**src/hw/rtl/rigid_body_aabb_step_macros.svh**
```systemverilog
// ----------------------------------------------------------------------------
// Rigid body step: assertion macros
// Shared wrappers for the concurrent checks used in the RTL.
// ----------------------------------------------------------------------------
`ifndef RIGID_BODY_AABB_STEP_MACROS_SVH
`define RIGID_BODY_AABB_STEP_MACROS_SVH

`ifndef NO_ASSERTIONS

// When the condition holds, the consequence must hold in the same cycle.
`define RBAS_ASSERT_IMP(lbl, clk, rst, cond, cons) \
  lbl: assert property (@(posedge clk) disable iff (rst) (cond) |-> (cons)) \
    else $error("rbas: same-cycle check failed");

// When the condition holds, the consequence must hold in the following cycle.
`define RBAS_ASSERT_NXT(lbl, clk, rst, cond, cons) \
  lbl: assert property (@(posedge clk) disable iff (rst) (cond) |=> (cons)) \
    else $error("rbas: next-cycle check failed");

`else

`define RBAS_ASSERT_IMP(lbl, clk, rst, cond, cons)
`define RBAS_ASSERT_NXT(lbl, clk, rst, cond, cons)

`endif

`endif

```
**src/hw/rtl/rbas_pkg.sv**
```systemverilog
// ----------------------------------------------------------------------------
// Rigid body step package
// Request and register codes, multiplier operation codes, unit status type
// and the 32-bit saturation helper.
// ----------------------------------------------------------------------------
package rbas_pkg;

  // Request codes carried in req_type.
  localparam int REQ_W = 3;
  localparam logic [REQ_W-1:0] REQ_FORCE = 3'd0;
  localparam logic [REQ_W-1:0] REQ_TICK  = 3'd1;
  localparam logic [REQ_W-1:0] REQ_BOX   = 3'd2;
  localparam logic [REQ_W-1:0] REQ_SETV  = 3'd3;
  localparam logic [REQ_W-1:0] REQ_PLACE = 3'd4;

  // Configuration register indexes.
  localparam int CFG_IDX_W = 1;
  localparam logic [CFG_IDX_W-1:0] REG_GRAVITY   = 1'd0;
  localparam logic [CFG_IDX_W-1:0] REG_BODY_MASS = 1'd1;

  // Operations issued to the shared multiplier.
  localparam int MOP_W = 3;
  localparam logic [MOP_W-1:0] MOP_GRAV = 3'd0;
  localparam logic [MOP_W-1:0] MOP_AX   = 3'd1;
  localparam logic [MOP_W-1:0] MOP_AY   = 3'd2;
  localparam logic [MOP_W-1:0] MOP_VX   = 3'd3;
  localparam logic [MOP_W-1:0] MOP_VY   = 3'd4;
  localparam logic [MOP_W-1:0] MOP_FRIC = 3'd5;

  // Widths of the multiplier operands and of its shifted result.
  localparam int OPND_W = 33;
  localparam int PROD_W = 66;
  localparam int WIDE_W = 68;

  // Status that each arithmetic unit reports to the sequencer.
  typedef struct packed {
    logic busy;
    logic done;
  } unit_stat_t;

  localparam logic signed [WIDE_W-1:0] SAT_MAX = 68'sh0_0000_0000_7FFF_FFFF;
  localparam logic signed [WIDE_W-1:0] SAT_MIN = -68'sh0_0000_0000_8000_0000;

  // Clamp a wide signed value into the signed 32-bit range.
  function automatic logic signed [31:0] sat32(input logic signed [WIDE_W-1:0] v);
    logic signed [31:0] r;
    if (v > SAT_MAX) begin
      r = 32'sh7FFF_FFFF;
    end else if (v < SAT_MIN) begin
      r = 32'sh8000_0000;
    end else begin
      r = signed'(v[31:0]);
    end
    return r;
  endfunction

endpackage

```
**src/hw/rtl/rbas_mul.sv**
```systemverilog
// ----------------------------------------------------------------------------
// Rigid body step multiplier
// Two-stage signed multiplier with a fixed-point shift that rounds toward zero.
// ----------------------------------------------------------------------------
module rbas_mul #(
  parameter int FRAC_BITS = 16
) (
  input  logic                                  clk,
  input  logic                                  rst,
  input  logic                                  go,
  input  logic                                  wide,
  input  logic signed [rbas_pkg::OPND_W-1:0]    a,
  input  logic signed [rbas_pkg::OPND_W-1:0]    b,
  output rbas_pkg::unit_stat_t                  stat,
  output logic signed [rbas_pkg::PROD_W-1:0]    res
);

  localparam int PW = rbas_pkg::PROD_W;
  localparam logic [PW-1:0] MASK_N = (PW'(1) << FRAC_BITS) - PW'(1);
  localparam logic [PW-1:0] MASK_W = (PW'(1) << (2 * FRAC_BITS)) - PW'(1);

  logic                 v1;
  logic                 v2;
  logic                 wide1;
  logic signed [PW-1:0] prod;
  logic [PW-1:0]        bias;
  logic signed [PW-1:0] biased;
  logic signed [PW-1:0] shifted;

  // Negative products get a bias so the arithmetic shift truncates toward zero.
  always_comb begin
    bias    = prod[PW-1] ? (wide1 ? MASK_W : MASK_N) : '0;
    biased  = prod + signed'(bias);
    shifted = wide1 ? (biased >>> (2 * FRAC_BITS)) : (biased >>> FRAC_BITS);
  end

  // Stage valid flags.
  always_ff @(posedge clk) begin
    if (rst) begin
      v1 <= 1'b0;
      v2 <= 1'b0;
    end else begin
      v1 <= go;
      v2 <= v1;
    end
  end

  // Product register, then the shifted result register.
  always_ff @(posedge clk) begin
    if (go) begin
      prod  <= PW'(a) * PW'(b);
      wide1 <= wide;
    end
    if (v1) begin
      res <= shifted;
    end
  end

  assign stat.busy = v1;
  assign stat.done = v2;

endmodule

```
**config.mk**
```make
export PLATFORM = sky130hd
export DESIGN_NAME = rbas_mul
export DESIGN_NICKNAME = d
export VERILOG_FILES = /design/src/hw/rtl/rigid_body_aabb_step_macros.svh /design/src/hw/rtl/rbas_pkg.sv /design/src/hw/rtl/rbas_mul.sv
export SDC_FILE = /design/constraint.sdc
export NUM_CORES = 2
export LEC_CHECK = 0
export BUFFER_PORTS_ARGS = -buffer_cell sky130_fd_sc_hd__buf_2
export CORE_MARGIN = 2
export CORE_UTILIZATION = 25
export CTS_BUF_LIST = sky130_fd_sc_hd__clkbuf_8
export DETAILED_ROUTE_END_ITERATION = 12
export GPL_TIMING_DRIVEN = 0
export HOLD_SLACK_MARGIN = 0.05
export MAX_ROUTING_LAYER = met4
export PLACE_DENSITY = 0.41
export SYNTH_ARGS = -nofsm -noshare
export SYNTH_HDL_FRONTEND = slang
export SYNTH_SLANG_ARGS = --single-unit
```
**constraint.sdc**
```tcl
create_clock -name clk -period 8.21 [get_ports clk]
set_input_delay 0.821 -clock clk [delete_from_list [all_inputs] [get_ports clk]]
set_output_delay 0.821 -clock clk [all_outputs]
set_load 0.02 [all_outputs]
```
# --- Yosys cells after proc, flatten, opt, wreduce, memory -nomap -nowiden ---
# Cells that the tools add are included.
word_totals:
  input_bits: 70
  reg_bits: 119
  word_cells: 10
op_classes:
  mux: 3
  addsub: 1
  n_mul: 1
op_table:
  columns: ["operator", "count"]
  rows:
  - ["$add A66 B33 Y66", 1]
  - ["$mul A33 B33 Y66", 1]
  - ["$mux W32", 2]
  - ["$mux W49", 1]

# --- Longest topological paths before layout ---
depth:
  word_depth: 4
  depth_mapped: 30
  ltp_nobuf: 28

# --- Worst setup path before layout ---
# Ideal clock, no wire load.
synth_path:
  path_kind: "input-to-reg"
  start: "in a[32] (netlist bit)"
  end: "reg prod[65] (data pin)"
  required_time_ns: 8.053
  setup_slack_ns: -0.066
  path_buffers: 1
  setup_time_ns: 0.157
  path_stages: 25
  t_arrival_ns: 8.119
  path_cell_list: "clkbuf_1 -> nand2_1 -> inv_1 -> fa_1 -> fa_1 -> fa_1 -> fa_1 -> inv_1 -> fa_1 -> inv_1 -> fa_1 -> fa_1 -> inv_1 -> fa_1 -> inv_1 -> ha_1 -> a21o_1 -> a21o_1 -> nor2_1 -> o211ai_1 -> o21ai_1 -> o221ai_1 -> a311o_1 -> and4_1 -> nor3_1"
synth_via:
  elab_chain_len: 1
synth_rtl:
  columns: ["element", "line_no", "rtl"]
  rows:
  - ["from (decl)", "rbas_mul.sv:12", "input logic signed [rbas_pkg::OPND_W-1:0] a,"]
  - ["$mul A33 B33 Y66", "rbas_mul.sv:51", "prod <= PW'(a) * PW'(b);"]
  - ["to (signal assigned)", "rbas_mul.sv:51", null]
  - ["to (decl)", "rbas_mul.sv:25", "logic signed [PW-1:0] prod;"]
# Every way passes these cells.
# A chain may end at the register's enable or synchronous reset.

# --- Worst setup path after layout ---
layout_path:
  start: "in b[30] (netlist bit)"
  end: "reg prod[65] (data pin)"
layout_via:
  elab_chain_len: 1
layout_rtl:
  columns: ["element", "line_no", "rtl"]
  rows:
  - ["from (decl)", "rbas_mul.sv:13", "input logic signed [rbas_pkg::OPND_W-1:0] b,"]
  - ["$mul A33 B33 Y66", "rbas_mul.sv:51", null]
# Every way passes these cells.

==> reports/metrics.cfg <==
[place]
dp_hpwl_um = 153000
numPortBuffers = 137
place_area_sq_um = 48400
gp_congestion = 0.935

[worst_setup_path]
r2r_slack_ns = 3.11
end_kind = flop
critPathMaxFanout = 11
r2r-start = prod[65]$_DFFE_PP_
cp-startpoint = b[30]
cp.arrival_ns = 8.34
r2r_cells = 14
required_ns = 8.42
crit_type = input port to flop
rr_endpoint = res[23]$_DFFE_PP_
start_kind = input port

[route]
drt_wl_total_um = 184000
ant_nets = 0
first_pass_iters = 7
viasPerCell = 4.47
first_iter_violations = 2153
vias = 32400
avgRoutedWirePerCell_um = 25.4
remaining_drc_errors = 0

[sta]
setup_viol = 0
fmax_mhz = 123
finalCritPeriodShare = 0.990
slew_headroom = 0.318
hold_viol = 0
rsz0062_at_grt = yes
worst_pin_slew_ns = 1.02
fin_worst_skew_ns = 0.0101
finalMaxSlewViolations = 0
period_needed_ns = 8.13
whs_ns = 0.504

[clock_network]
htree_num_levels = 4
clock_sinks = 119
clkTransAtPathRegs_ns = 0.08
tritoncts = yes
cts_root_buf = clkbuf_8
cts-buffers-inserted = 17
clkLatencyLatePin_ns = 0.47
clk_path_buf_depth = 2
ctsHoldBuffers = 0

[floorplanning]
fp.dieArea_sq_um = 182000
start_util = 0.251
pin_count = 138
die_y_um = 427
die_w_um = 427
core.rowCount = 155
coreArea_sq_um = 178000

[synth]
synth_cell_types = 78
yosysWarnings = 0
synth_edf_count = 117
syn-mean-instance-area_sq_um = 9.67
async_flop_share = 0
yosysSeqAreaShare = 0.0794
ys_ff_latch = 119
syn_nets = 6091
synth_area_sq_um = 44700
synth_top_area_cell = fa_1
synth.most_common_cell = fa_1
ys_top_cells_by_count = fa_1, inv_1, and2_1, nand2_1, ha_1
synth_ff_type = edfxtp_1
syn_inst = 4628
synthTopCellsByArea = fa_1, inv_1, edfxtp_1
synth_top_cell_area_share = 0.512

[global_route]
grt.total_usage = 0.209
gr-total-overflow = 0
grt_pass1_wl_um = 262000
grt_pass1_vias = 34800
antenna_found_initial = 37
grt_start_max_net_pins = 69

[hold_path]
hp-start = rst
holdCritPathClass = input port to flop
whs_path_depth = 2
worstHoldEndpoint = v1$_SDFF_PP0_

[status]
status = finished clean

[layout]
drive_gt1_frac = 0.134
fillCellCount = 18900
final_net_count = 6318
syn_to_final_growth_pct = 16.2
final_cell_area_sq_um = 52000

[flow_run]
cap_violations = 0

==> kinds of logic after synthesis <==
group,after synthesis,share of synthesized area
AO/OA/AOI/OAI,309,0.0485
XOR/XNOR,121,0.0237
adder cells (fa/ha/maj),1393,0.582
buffers and inverters,1372,0.117
flip-flops,119,0.0794
multiplexers,11,0.00246
AND/OR/NAND/NOR,1303,0.147
==> registers in the layout, indices dropped and copies added, names as in the netlist <==
signal and cells:
v2 1, res 50, prod 66, wide1 1
v1 1
==> worst max-delay path, stage by stage <==
cell	delay (ns)
clkbuf_4	0.24
clkbuf_4	0.35
and2_1	0.23
fa_1	0.44
fa_1	0.44
fa_1	0.53
fa_1	0.66
fa_1	0.48
fa_1	0.53
fa_1	0.58
inv_1	0.08
fa_2	0.57
inv_2	0.06
ha_4	0.24
and3_4	0.19
and2_1	0.16
a221oi_2	0.26
a21boi_4	0.28
o211ai_1	0.14
o21ai_2	0.19
o221ai_2	0.15
a311o_1	0.38
nor4_2	0.25
nor3_2	0.08
==> worst max path at each step <==
stage / endpoint / cells after the start
floorplan: prod[65]$_DFFE_PP_ / 25
global placement: prod[65]$_DFFE_PP_ / 28
detailed placement: prod[65]$_DFFE_PP_ / 28
CTS: prod[65]$_DFFE_PP_ / 26
global route: prod[65]$_DFFE_PP_ / 29
finish: prod[65]$_DFFE_PP_ / 24
==> cell usage in the layout, fill, tap and decap left out, types with 46 or more instances in the layout <==
| cell type | n |
|---|---|
| a21oi_1 | 80 |
| buf_6 | 55 |
| xnor2_1 | 85 |
| inv_1 | 1101 |
| buf_2 | 98 |
| nand2_1 | 539 |
| fa_2 | 46 |
| and2_1 | 554 |
| nor2_1 | 79 |
| ha_1 | 225 |
| clkbuf_4 | 50 |
| a21o_1 | 55 |
| fa_1 | 1099 |
| buf_4 | 118 |
| edfxtp_1 | 117 |
==> what timing repair did <==
| action | in CTS | in global routing |
|---|---|---|
| gates resized for setup | 524 | 380 |
| cloned | 0 | 5 |
| buffers inserted | 25 | 45 |
| pin swaps | 37 | 105 |
| endpoints found under the setup margin | 36 | 19 |
==> per-stage QoR <==
stage	setup slack, ns	setup TNS (ns)	utilization	std cells
4_1_cts	-0.00162	-0.00162	0.284	7175
5_1_grt	-0.0559	-0.0698	0.292	7235
6_report	0.0839	0	0.292	7250
3_3_place_gp	-2.76	-55.90	0.272	7120
2_1_floorplan	0.0143	0	-	4628
3_5_place_dp	-2.83	-55.87	0.272	7122
==> area by class of cell <==
cell class	count	area, sq um	share of cell area
Antenna cell	27	67.6	0.00130
Buffer	233	2510	0.0483
Clock buffer	17	234	0.00450
Clock inverter	15	156	0.00301
Inverter	1133	4290	0.0825
Multi-Input combinational cell	3137	36600	0.704
Sequential cell	119	3550	0.0684
Tap cell	2355	2950	0.0567
Timing Repair Buffer	214	1600	0.0309
==> layer usage <==
layer / global-route usage / share of wire
met2: 0.329 / 0.45
met3: 0.0301 / 0.064
met1: 0.280 / 0.44
met5: - / 0
met4: 0.0607 / 0.037
Power is left out: the tool's default activity adds up to more than one toggle a clock period on the data nets, which glitch-free logic cannot reach.
