## config.mk

```make
export PLATFORM = sky130hd
export DESIGN_NAME = rbas_div
export DESIGN_NICKNAME = d
export VERILOG_FILES = /design/src/hw/rtl/rigid_body_aabb_step_macros.svh /design/src/hw/rtl/rbas_pkg.sv /design/src/hw/rtl/rbas_div.sv
export SDC_FILE = /design/constraint.sdc
export NUM_CORES = 1
export LEC_CHECK = 0
export CORE_MARGIN = 5
export CORE_UTILIZATION = 60
export CTS_CLUSTER_SIZE = 20
export DETAILED_ROUTE_END_ITERATION = 12
export DONT_BUFFER_PORTS = 1
export MAX_ROUTING_LAYER = met4
export PLACE_DENSITY = 0.76
export SYNTH_ARGS = -nofsm -noshare
export SYNTH_HDL_FRONTEND = slang
export SYNTH_SLANG_ARGS = --single-unit
```

## constraint.sdc

```tcl
create_clock -name clk -period 5.1 [get_ports clk]
set_clock_uncertainty 0.15 [all_clocks]
set_input_delay 0.255 -clock clk [delete_from_list [all_inputs] [get_ports clk]]
set_output_delay 0.255 -clock clk [all_outputs]
set_load 0.005 [all_outputs]
```

## src/hw/rtl/rigid_body_aabb_step_macros.svh

```systemverilog
// ----------------------------------------------------------------------------
// Rigid body step: assertion macros
// Shared wrappers for the concurrent checks used in the RTL.
// ----------------------------------------------------------------------------
`ifndef RIGID_BODY_AABB_STEP_MACROS_SVH
`define RIGID_BODY_AABB_STEP_MACROS_SVH

`ifndef NO_ASSERTIONS

// When the condition holds, the consequence must hold in the same cycle.
`define RBAS_ASSERT_IMP(lbl, clk, rst, cond, cons) \
  lbl: assert property (@(posedge clk) disable iff (rst) (cond) |-> (cons)) \
    else $error("rbas: same-cycle check failed");

// When the condition holds, the consequence must hold in the following cycle.
`define RBAS_ASSERT_NXT(lbl, clk, rst, cond, cons) \
  lbl: assert property (@(posedge clk) disable iff (rst) (cond) |=> (cons)) \
    else $error("rbas: next-cycle check failed");

`else

`define RBAS_ASSERT_IMP(lbl, clk, rst, cond, cons)
`define RBAS_ASSERT_NXT(lbl, clk, rst, cond, cons)

`endif

`endif

```

## src/hw/rtl/rbas_pkg.sv

```systemverilog
// ----------------------------------------------------------------------------
// Rigid body step package
// Request and register codes, multiplier operation codes, unit status type
// and the 32-bit saturation helper.
// ----------------------------------------------------------------------------
package rbas_pkg;

  // Request codes carried in req_type.
  localparam int REQ_W = 3;
  localparam logic [REQ_W-1:0] REQ_FORCE = 3'd0;
  localparam logic [REQ_W-1:0] REQ_TICK  = 3'd1;
  localparam logic [REQ_W-1:0] REQ_BOX   = 3'd2;
  localparam logic [REQ_W-1:0] REQ_SETV  = 3'd3;
  localparam logic [REQ_W-1:0] REQ_PLACE = 3'd4;

  // Configuration register indexes.
  localparam int CFG_IDX_W = 1;
  localparam logic [CFG_IDX_W-1:0] REG_GRAVITY   = 1'd0;
  localparam logic [CFG_IDX_W-1:0] REG_BODY_MASS = 1'd1;

  // Operations issued to the shared multiplier.
  localparam int MOP_W = 3;
  localparam logic [MOP_W-1:0] MOP_GRAV = 3'd0;
  localparam logic [MOP_W-1:0] MOP_AX   = 3'd1;
  localparam logic [MOP_W-1:0] MOP_AY   = 3'd2;
  localparam logic [MOP_W-1:0] MOP_VX   = 3'd3;
  localparam logic [MOP_W-1:0] MOP_VY   = 3'd4;
  localparam logic [MOP_W-1:0] MOP_FRIC = 3'd5;

  // Widths of the multiplier operands and of its shifted result.
  localparam int OPND_W = 33;
  localparam int PROD_W = 66;
  localparam int WIDE_W = 68;

  // Status that each arithmetic unit reports to the sequencer.
  typedef struct packed {
    logic busy;
    logic done;
  } unit_stat_t;

  localparam logic signed [WIDE_W-1:0] SAT_MAX = 68'sh0_0000_0000_7FFF_FFFF;
  localparam logic signed [WIDE_W-1:0] SAT_MIN = -68'sh0_0000_0000_8000_0000;

  // Clamp a wide signed value into the signed 32-bit range.
  function automatic logic signed [31:0] sat32(input logic signed [WIDE_W-1:0] v);
    logic signed [31:0] r;
    if (v > SAT_MAX) begin
      r = 32'sh7FFF_FFFF;
    end else if (v < SAT_MIN) begin
      r = 32'sh8000_0000;
    end else begin
      r = signed'(v[31:0]);
    end
    return r;
  endfunction

endpackage

```

## src/hw/rtl/rbas_div.sv

```systemverilog
// ----------------------------------------------------------------------------
// Rigid body step divider
// Restoring unsigned divider that retires one quotient bit per cycle.
// ----------------------------------------------------------------------------
module rbas_div #(
  parameter int NUM_W = 48
) (
  input  logic                   clk,
  input  logic                   rst,
  input  logic                   start,
  input  logic [NUM_W-1:0]       num,
  input  logic [30:0]            den,
  output rbas_pkg::unit_stat_t   stat,
  output logic [NUM_W-1:0]       quo
);

  localparam int CNT_W = $clog2(NUM_W + 1);

  logic [CNT_W-1:0] cnt;
  logic             busy;
  logic             done;
  logic [31:0]      rem;
  logic [31:0]      trial;
  logic             ge;

  // Bring down the next numerator bit and try the subtraction.
  always_comb begin
    trial = {rem[30:0], quo[NUM_W-1]};
    ge    = (trial >= {1'b0, den});
  end

  // Control: count down one step per quotient bit.
  always_ff @(posedge clk) begin
    if (rst) begin
      busy <= 1'b0;
      done <= 1'b0;
      cnt  <= '0;
    end else begin
      done <= 1'b0;
      if (start) begin
        busy <= 1'b1;
        cnt  <= CNT_W'(NUM_W);
      end else if (busy) begin
        cnt <= cnt - 1'b1;
        if (cnt == CNT_W'(1)) begin
          busy <= 1'b0;
          done <= 1'b1;
        end
      end
    end
  end

  // Datapath: the numerator register fills with quotient bits from the right.
  always_ff @(posedge clk) begin
    if (start) begin
      rem <= '0;
      quo <= num;
    end else if (busy) begin
      rem <= ge ? (trial - {1'b0, den}) : trial;
      quo <= {quo[NUM_W-2:0], ge};
    end
  end

  assign stat.busy = busy;
  assign stat.done = done;

endmodule

```

## Yosys cells after proc, flatten, opt, wreduce, memory -nomap -nowiden

Index checks and enable logic that the tools add are counted.
Widths: inputs -> output; s select.

| word-level totals | value |
|---|---|
| word-level logic and storage cells | 23 |
| output and inout bits | 50 |
| register bits | 87 |

| operators by class | value |
|---|---|
| equality and inequality tests | 1 |
| reduce and logical (&&, ||, !) cells | 3 |
| add/sub/neg operators | 2 |
| bitwise gates (word level) | 1 |
| magnitude comparators | 1 |
| muxes and demuxes | 9 |

Operators with widths:

| operator | count |
|---|---|
| $mux 48 | 2 |
| $ge 32x31->1 | 1 |
| $mux 31 | 1 |
| $sub 31x31->31 | 1 |
| $mux 6 | 2 |
| $eq 6x1->1 const B | 1 |
| $sub 6x1->6 const B | 1 |
| $mux 1 | 4 |
| $reduce_or 3->1 | 1 |
| $reduce_bool 2->1 | 1 |
| $reduce_or 2->1 | 1 |
| $not 1->1 | 1 |

## Depth between registers and ports, before layout

| logic depth | value |
|---|---|
| word-level depth | 4 |
| depth in mapped cells | 12 |

## Worst setup path after synthesis

OpenSTA, ideal clock, no wires.

| timing path | value |
|---|---|
| path type | register to register |
| start | register quo[47] |
| end | register rem[23] |
| path slack | 2213 ps |
| required time | 4862 ps |
| period minus slack after synthesis | 2887 ps |
| cell stages (with the launch flop) | 13 |
| data arrival time | 2649 ps |
| cells stage by stage | edfxtp_1 inv_1 ha_1 fa_1 nand2b_1 a21o_1 a211oi_4 o2111ai_2 a21oi_2 o32a_4 buf_4 nand2_1 a311oi_2 |

| on the way | value |
|---|---|
| cells in the longest elaborated chain, start to end | 2 |
| elaborated cells on any way between the ends | 3 |
| those cells by class | add/sub (1); order compare (1); mux (1) |

RTL lines:

| element | line | RTL |
|---|---|---|
| start, declared | rbas_div.sv:14 | `output logic [NUM_W-1:0] quo` |
| start signal, assigned | rbas_div.sv:57 | `quo <= num;` |
| start signal, assigned | rbas_div.sv:60 | `quo <= {quo[NUM_W-2:0], ge};` |
| $sub 31x31->31 / $ge 32x31->1 (equally long branches) | rbas_div.sv:59, rbas_div.sv:29 |  |
| $mux 31 * | rbas_div.sv:59 | `rem <= ge ? (trial - {1'b0, den}) : trial;` |
| end signal, assigned | rbas_div.sv:59 |  |
| end, declared | rbas_div.sv:22 | `logic [31:0] rem;` |

Every way passes the cells marked *; elsewhere a longest branch is shown, timed or not.
A chain may end at the register's enable or synchronous reset.

## Worst setup path after layout

| timing path | value |
|---|---|
| start | register quo[47] |
| end | register rem[7] |

The elaborated chain is that of the path after synthesis.

==> results.cfg <==
[clock_network]
cts_buffers = 9
cts_sinks = 87
ctsLongestPathBuffers = 2
clock_latency_ps = 370
ctsResizeCount = 0
ctsHtreeMaxLevel = 3
clkTransAtPathRegs_ps = 90
cts-root-buf = clkbuf_8
cts_tree = yes

[grt]
grt_max_degree = 74
overflow = 0
grt_first_pass_wirelength_um = 21900
track_usage = 0.245
antenna_found_initial = 0
grt_pass1_vias = 4438

[floorplanning]
ioPinCount = 132
initial_core_util = 0.613
die_w_um = 107
die_h_um = 107
row_count = 35
core-area_mm2 = 0.00920
dieArea_mm2 = 0.0114

[placement]
place_inst = 659
io_buffer_count = 0
dpl.hpwl_um = 9160
finalWeightedCongestion = 0.894
placed_area_mm2 = 0.00565

[worst_setup_path]
cp_num_buf_inv = 1
critPathKind = reg2reg
cp_data_arrival_time_ps = 3540
path_delay_family = compound AO/OA/AOI/OAI gates
crit_path_start_kind = flip-flop
crit_fanout = 31
crit_slowest_cell = o32a_4
crit_required_ps = 5220
max_stage_delay_ps = 510
cp-end-kind = flip-flop
cp_cell_sequence = inv_1 -> ha_1 -> fa_1 -> nand2b_1 -> a21o_1 -> a211oi_4 -> o2111ai_2 -> a21oi_2 -> o32a_4 -> nand2_1 -> a311oi_2

[logic_synthesis]
synth_top_area_share = 0.256
netlist_instances = 573
async_flop_share = 0
seq_area_frac_synth = 0.394
synth_flop_cell = edfxtp_1
yosys-top-cells-area = edfxtp_1 (26%), dfxtp_1 (14%), mux2_2 (9.6%)
synth_edf_count = 48
yosysUniqueCellTypes = 66
yosysTopAreaCell = edfxtp_1
synth_nets = 689
netlist_area_mm2 = 0.00563
ys_seq_elements = 87
avgSynthCellArea_um2 = 9.83
yosysWarnings = 0

[min_path]
holdCritPathClass = in2reg

[drt]
viasPerCell = 6.12
routedWlPerCell_um = 19.1
ant_nets = 0
routed_wl_um = 13900
drt_pass1_iterations = 5
drc_errors = 0
drtIter0Drc = 245
vias = 4447

[run_status]
status = complete, no violations

[sta]
max_slew_margin = 0.344
fmax_mhz = 292
finalSetupViolCount = 0
fin_tns_setup_ps = 0
hold_ws_ps = 18.0
final.min_clock_period_ps = 3420
rsz0062_at_grt = no
worstMarginPinSlew_ps = 982
slew_viol_final = 0
hold_viol_final = 0
fin_crit_sh = 0.671

[finish]
nets = 726
fin_cells = 727
multiInputGateArea_mm2 = 0.00311
n_fill_cell = 713
area_growth_pct = 13.2
regArea_mm2 = 0.00222
final_cell_area_mm2 = 0.00638
drive_gt1_frac = 0.138

[power]
powerDensity_mw_per_mm2 = 269
ir_drop_mv = 0.207
power.leakage_uw = 0.00253

[job]
cap_violations = 0
## worst register-to-register path, cell delays in order, from the launching register on
cell and delay (ps):
edfxtp_1 380, inv_1 90, ha_1 220, fa_1 410, nand2b_1 180, a21o_1 220
a211oi_4 320, o2111ai_2 220, a21oi_2 230, o32a_4 510, nand2_1 130, a311oi_2 280
## sequential cells by signal, summed over array words and instances (netlist names)
register,count
rem,31
busy,1
cnt,6
done,1
quo,48
## cell usage in the layout, fill, tap and decap left out, types with 3 or more instances in the layout
| cell | n |
|---|---|
| and3_1 | 4 |
| or3_1 | 4 |
| nand2_2 | 3 |
| nor2_1 | 42 |
| nand2b_1 | 4 |
| o21ai_1 | 3 |
| xnor2_1 | 20 |
| nand2_1 | 51 |
| o211ai_1 | 4 |
| o21bai_1 | 5 |
| mux2_2 | 48 |
| mux2i_1 | 16 |
| nand4b_1 | 3 |
| nand3_1 | 9 |
| o21ai_0 | 24 |
| nor2b_1 | 6 |
| o21a_1 | 4 |
| dfxtp_1 | 39 |
| a31oi_1 | 4 |
| edfxtp_1 | 48 |
| xor2_1 | 10 |
| buf_4 | 3 |
| a311oi_2 | 5 |
| a21o_1 | 11 |
| a211oi_1 | 8 |
| clkbuf_8 | 9 |
| inv_6 | 3 |
| dlygate4sd3_1 | 50 |
| ha_1 | 33 |
| nor3_1 | 9 |
| nand4_1 | 4 |
| a311oi_1 | 4 |
| inv_1 | 41 |
| a21oi_1 | 33 |
| a2111oi_0 | 4 |
## where the power goes
| part | internal (µW) | total [µW] | switching [µW] |
|---|---|---|---|
| logic | 159 | 342 | 183 |
| clock network | 232 | 515 | 283 |
| registers | 809 | 857 | 48.2 |
| total | 1200 | 1710 | 513 |
## per-stage QoR
stage,power [µW],util,setup WS [ps]
floorplan,1100,-,2210
global placement,1150,0.614,1850
detailed placement,1160,0.614,1760
CTS,1710,0.692,1690
global route,1790,0.693,1450
finish,1710,0.694,1680
## area by class of cell
class	count	area share
Antenna cell	1	0.000392
Clock buffer	9	0.0194
Clock inverter	7	0.0122
Inverter	42	0.0247
Multi-Input combinational cell	416	0.487
Sequential cell	87	0.348
Tap cell	111	0.0218
Timing Repair Buffer	54	0.0863
## final timing paths
path / startpoint / to / slack (ps) / cells past startpoint
worst max-delay path: quo[47] / rem[7] / 1680 / 11
worst min-delay path: start / rem[30] / 20 / 3
worst max register to register: quo[47] / rem[7] / 1680 / 11
worst min register to register: rem[3] / rem[3] / 340 / 2
## layer usage
metal	up-vias	GRT usage	wire [µm]
li1	2157	-	-
met5	-	-	0
met3	24	0.0415	565
met4	0	0.0795	262
met2	126	0.414	7130
met1	2140	0.300	5950
## cell families (layout without fill, tap and decap cells)
group	Yosys count	after routing	synth area share
AOI/OAI and AO/OA	136	136	0.175
muxes	64	64	0.124
xor gates and xnor gates	30	30	0.0466
buffers and inverters	70	112	0.0542
and+or+nand+nor	152	152	0.129
DFF	87	87	0.394
adders and majority gates	34	34	0.0769
other	0	1	0
## cells in the mapped netlist, types with 3 or more instances
cell type / n
a2111oi_0: 4
a211oi_1: 8
a21o_1: 11
a21oi_1: 33
a311oi_1: 4
a311oi_2: 5
a31oi_1: 4
and3_1: 4
buf_1: 3
buf_4: 3
clkbuf_1: 19
dfxtp_1: 39
edfxtp_1: 48
ha_1: 33
inv_1: 42
mux2_2: 48
mux2i_1: 16
nand2_1: 51
nand2_2: 3
nand2b_1: 4
nand3_1: 9
nand4_1: 4
nand4b_1: 3
nor2_1: 42
nor2b_1: 6
nor3_1: 9
o211ai_1: 4
o21a_1: 4
o21ai_0: 24
o21ai_1: 3
o21bai_1: 5
or3_1: 4
xnor2_1: 20
xor2_1: 10
## timing repair
item	4_1_cts	5_1_grt
hold buffers	50	1
endpoints found under the setup margin	0	0
buffers inserted	0	0
endpoints found under the hold margin	72	1
Power figures use the tool's default switching activity.
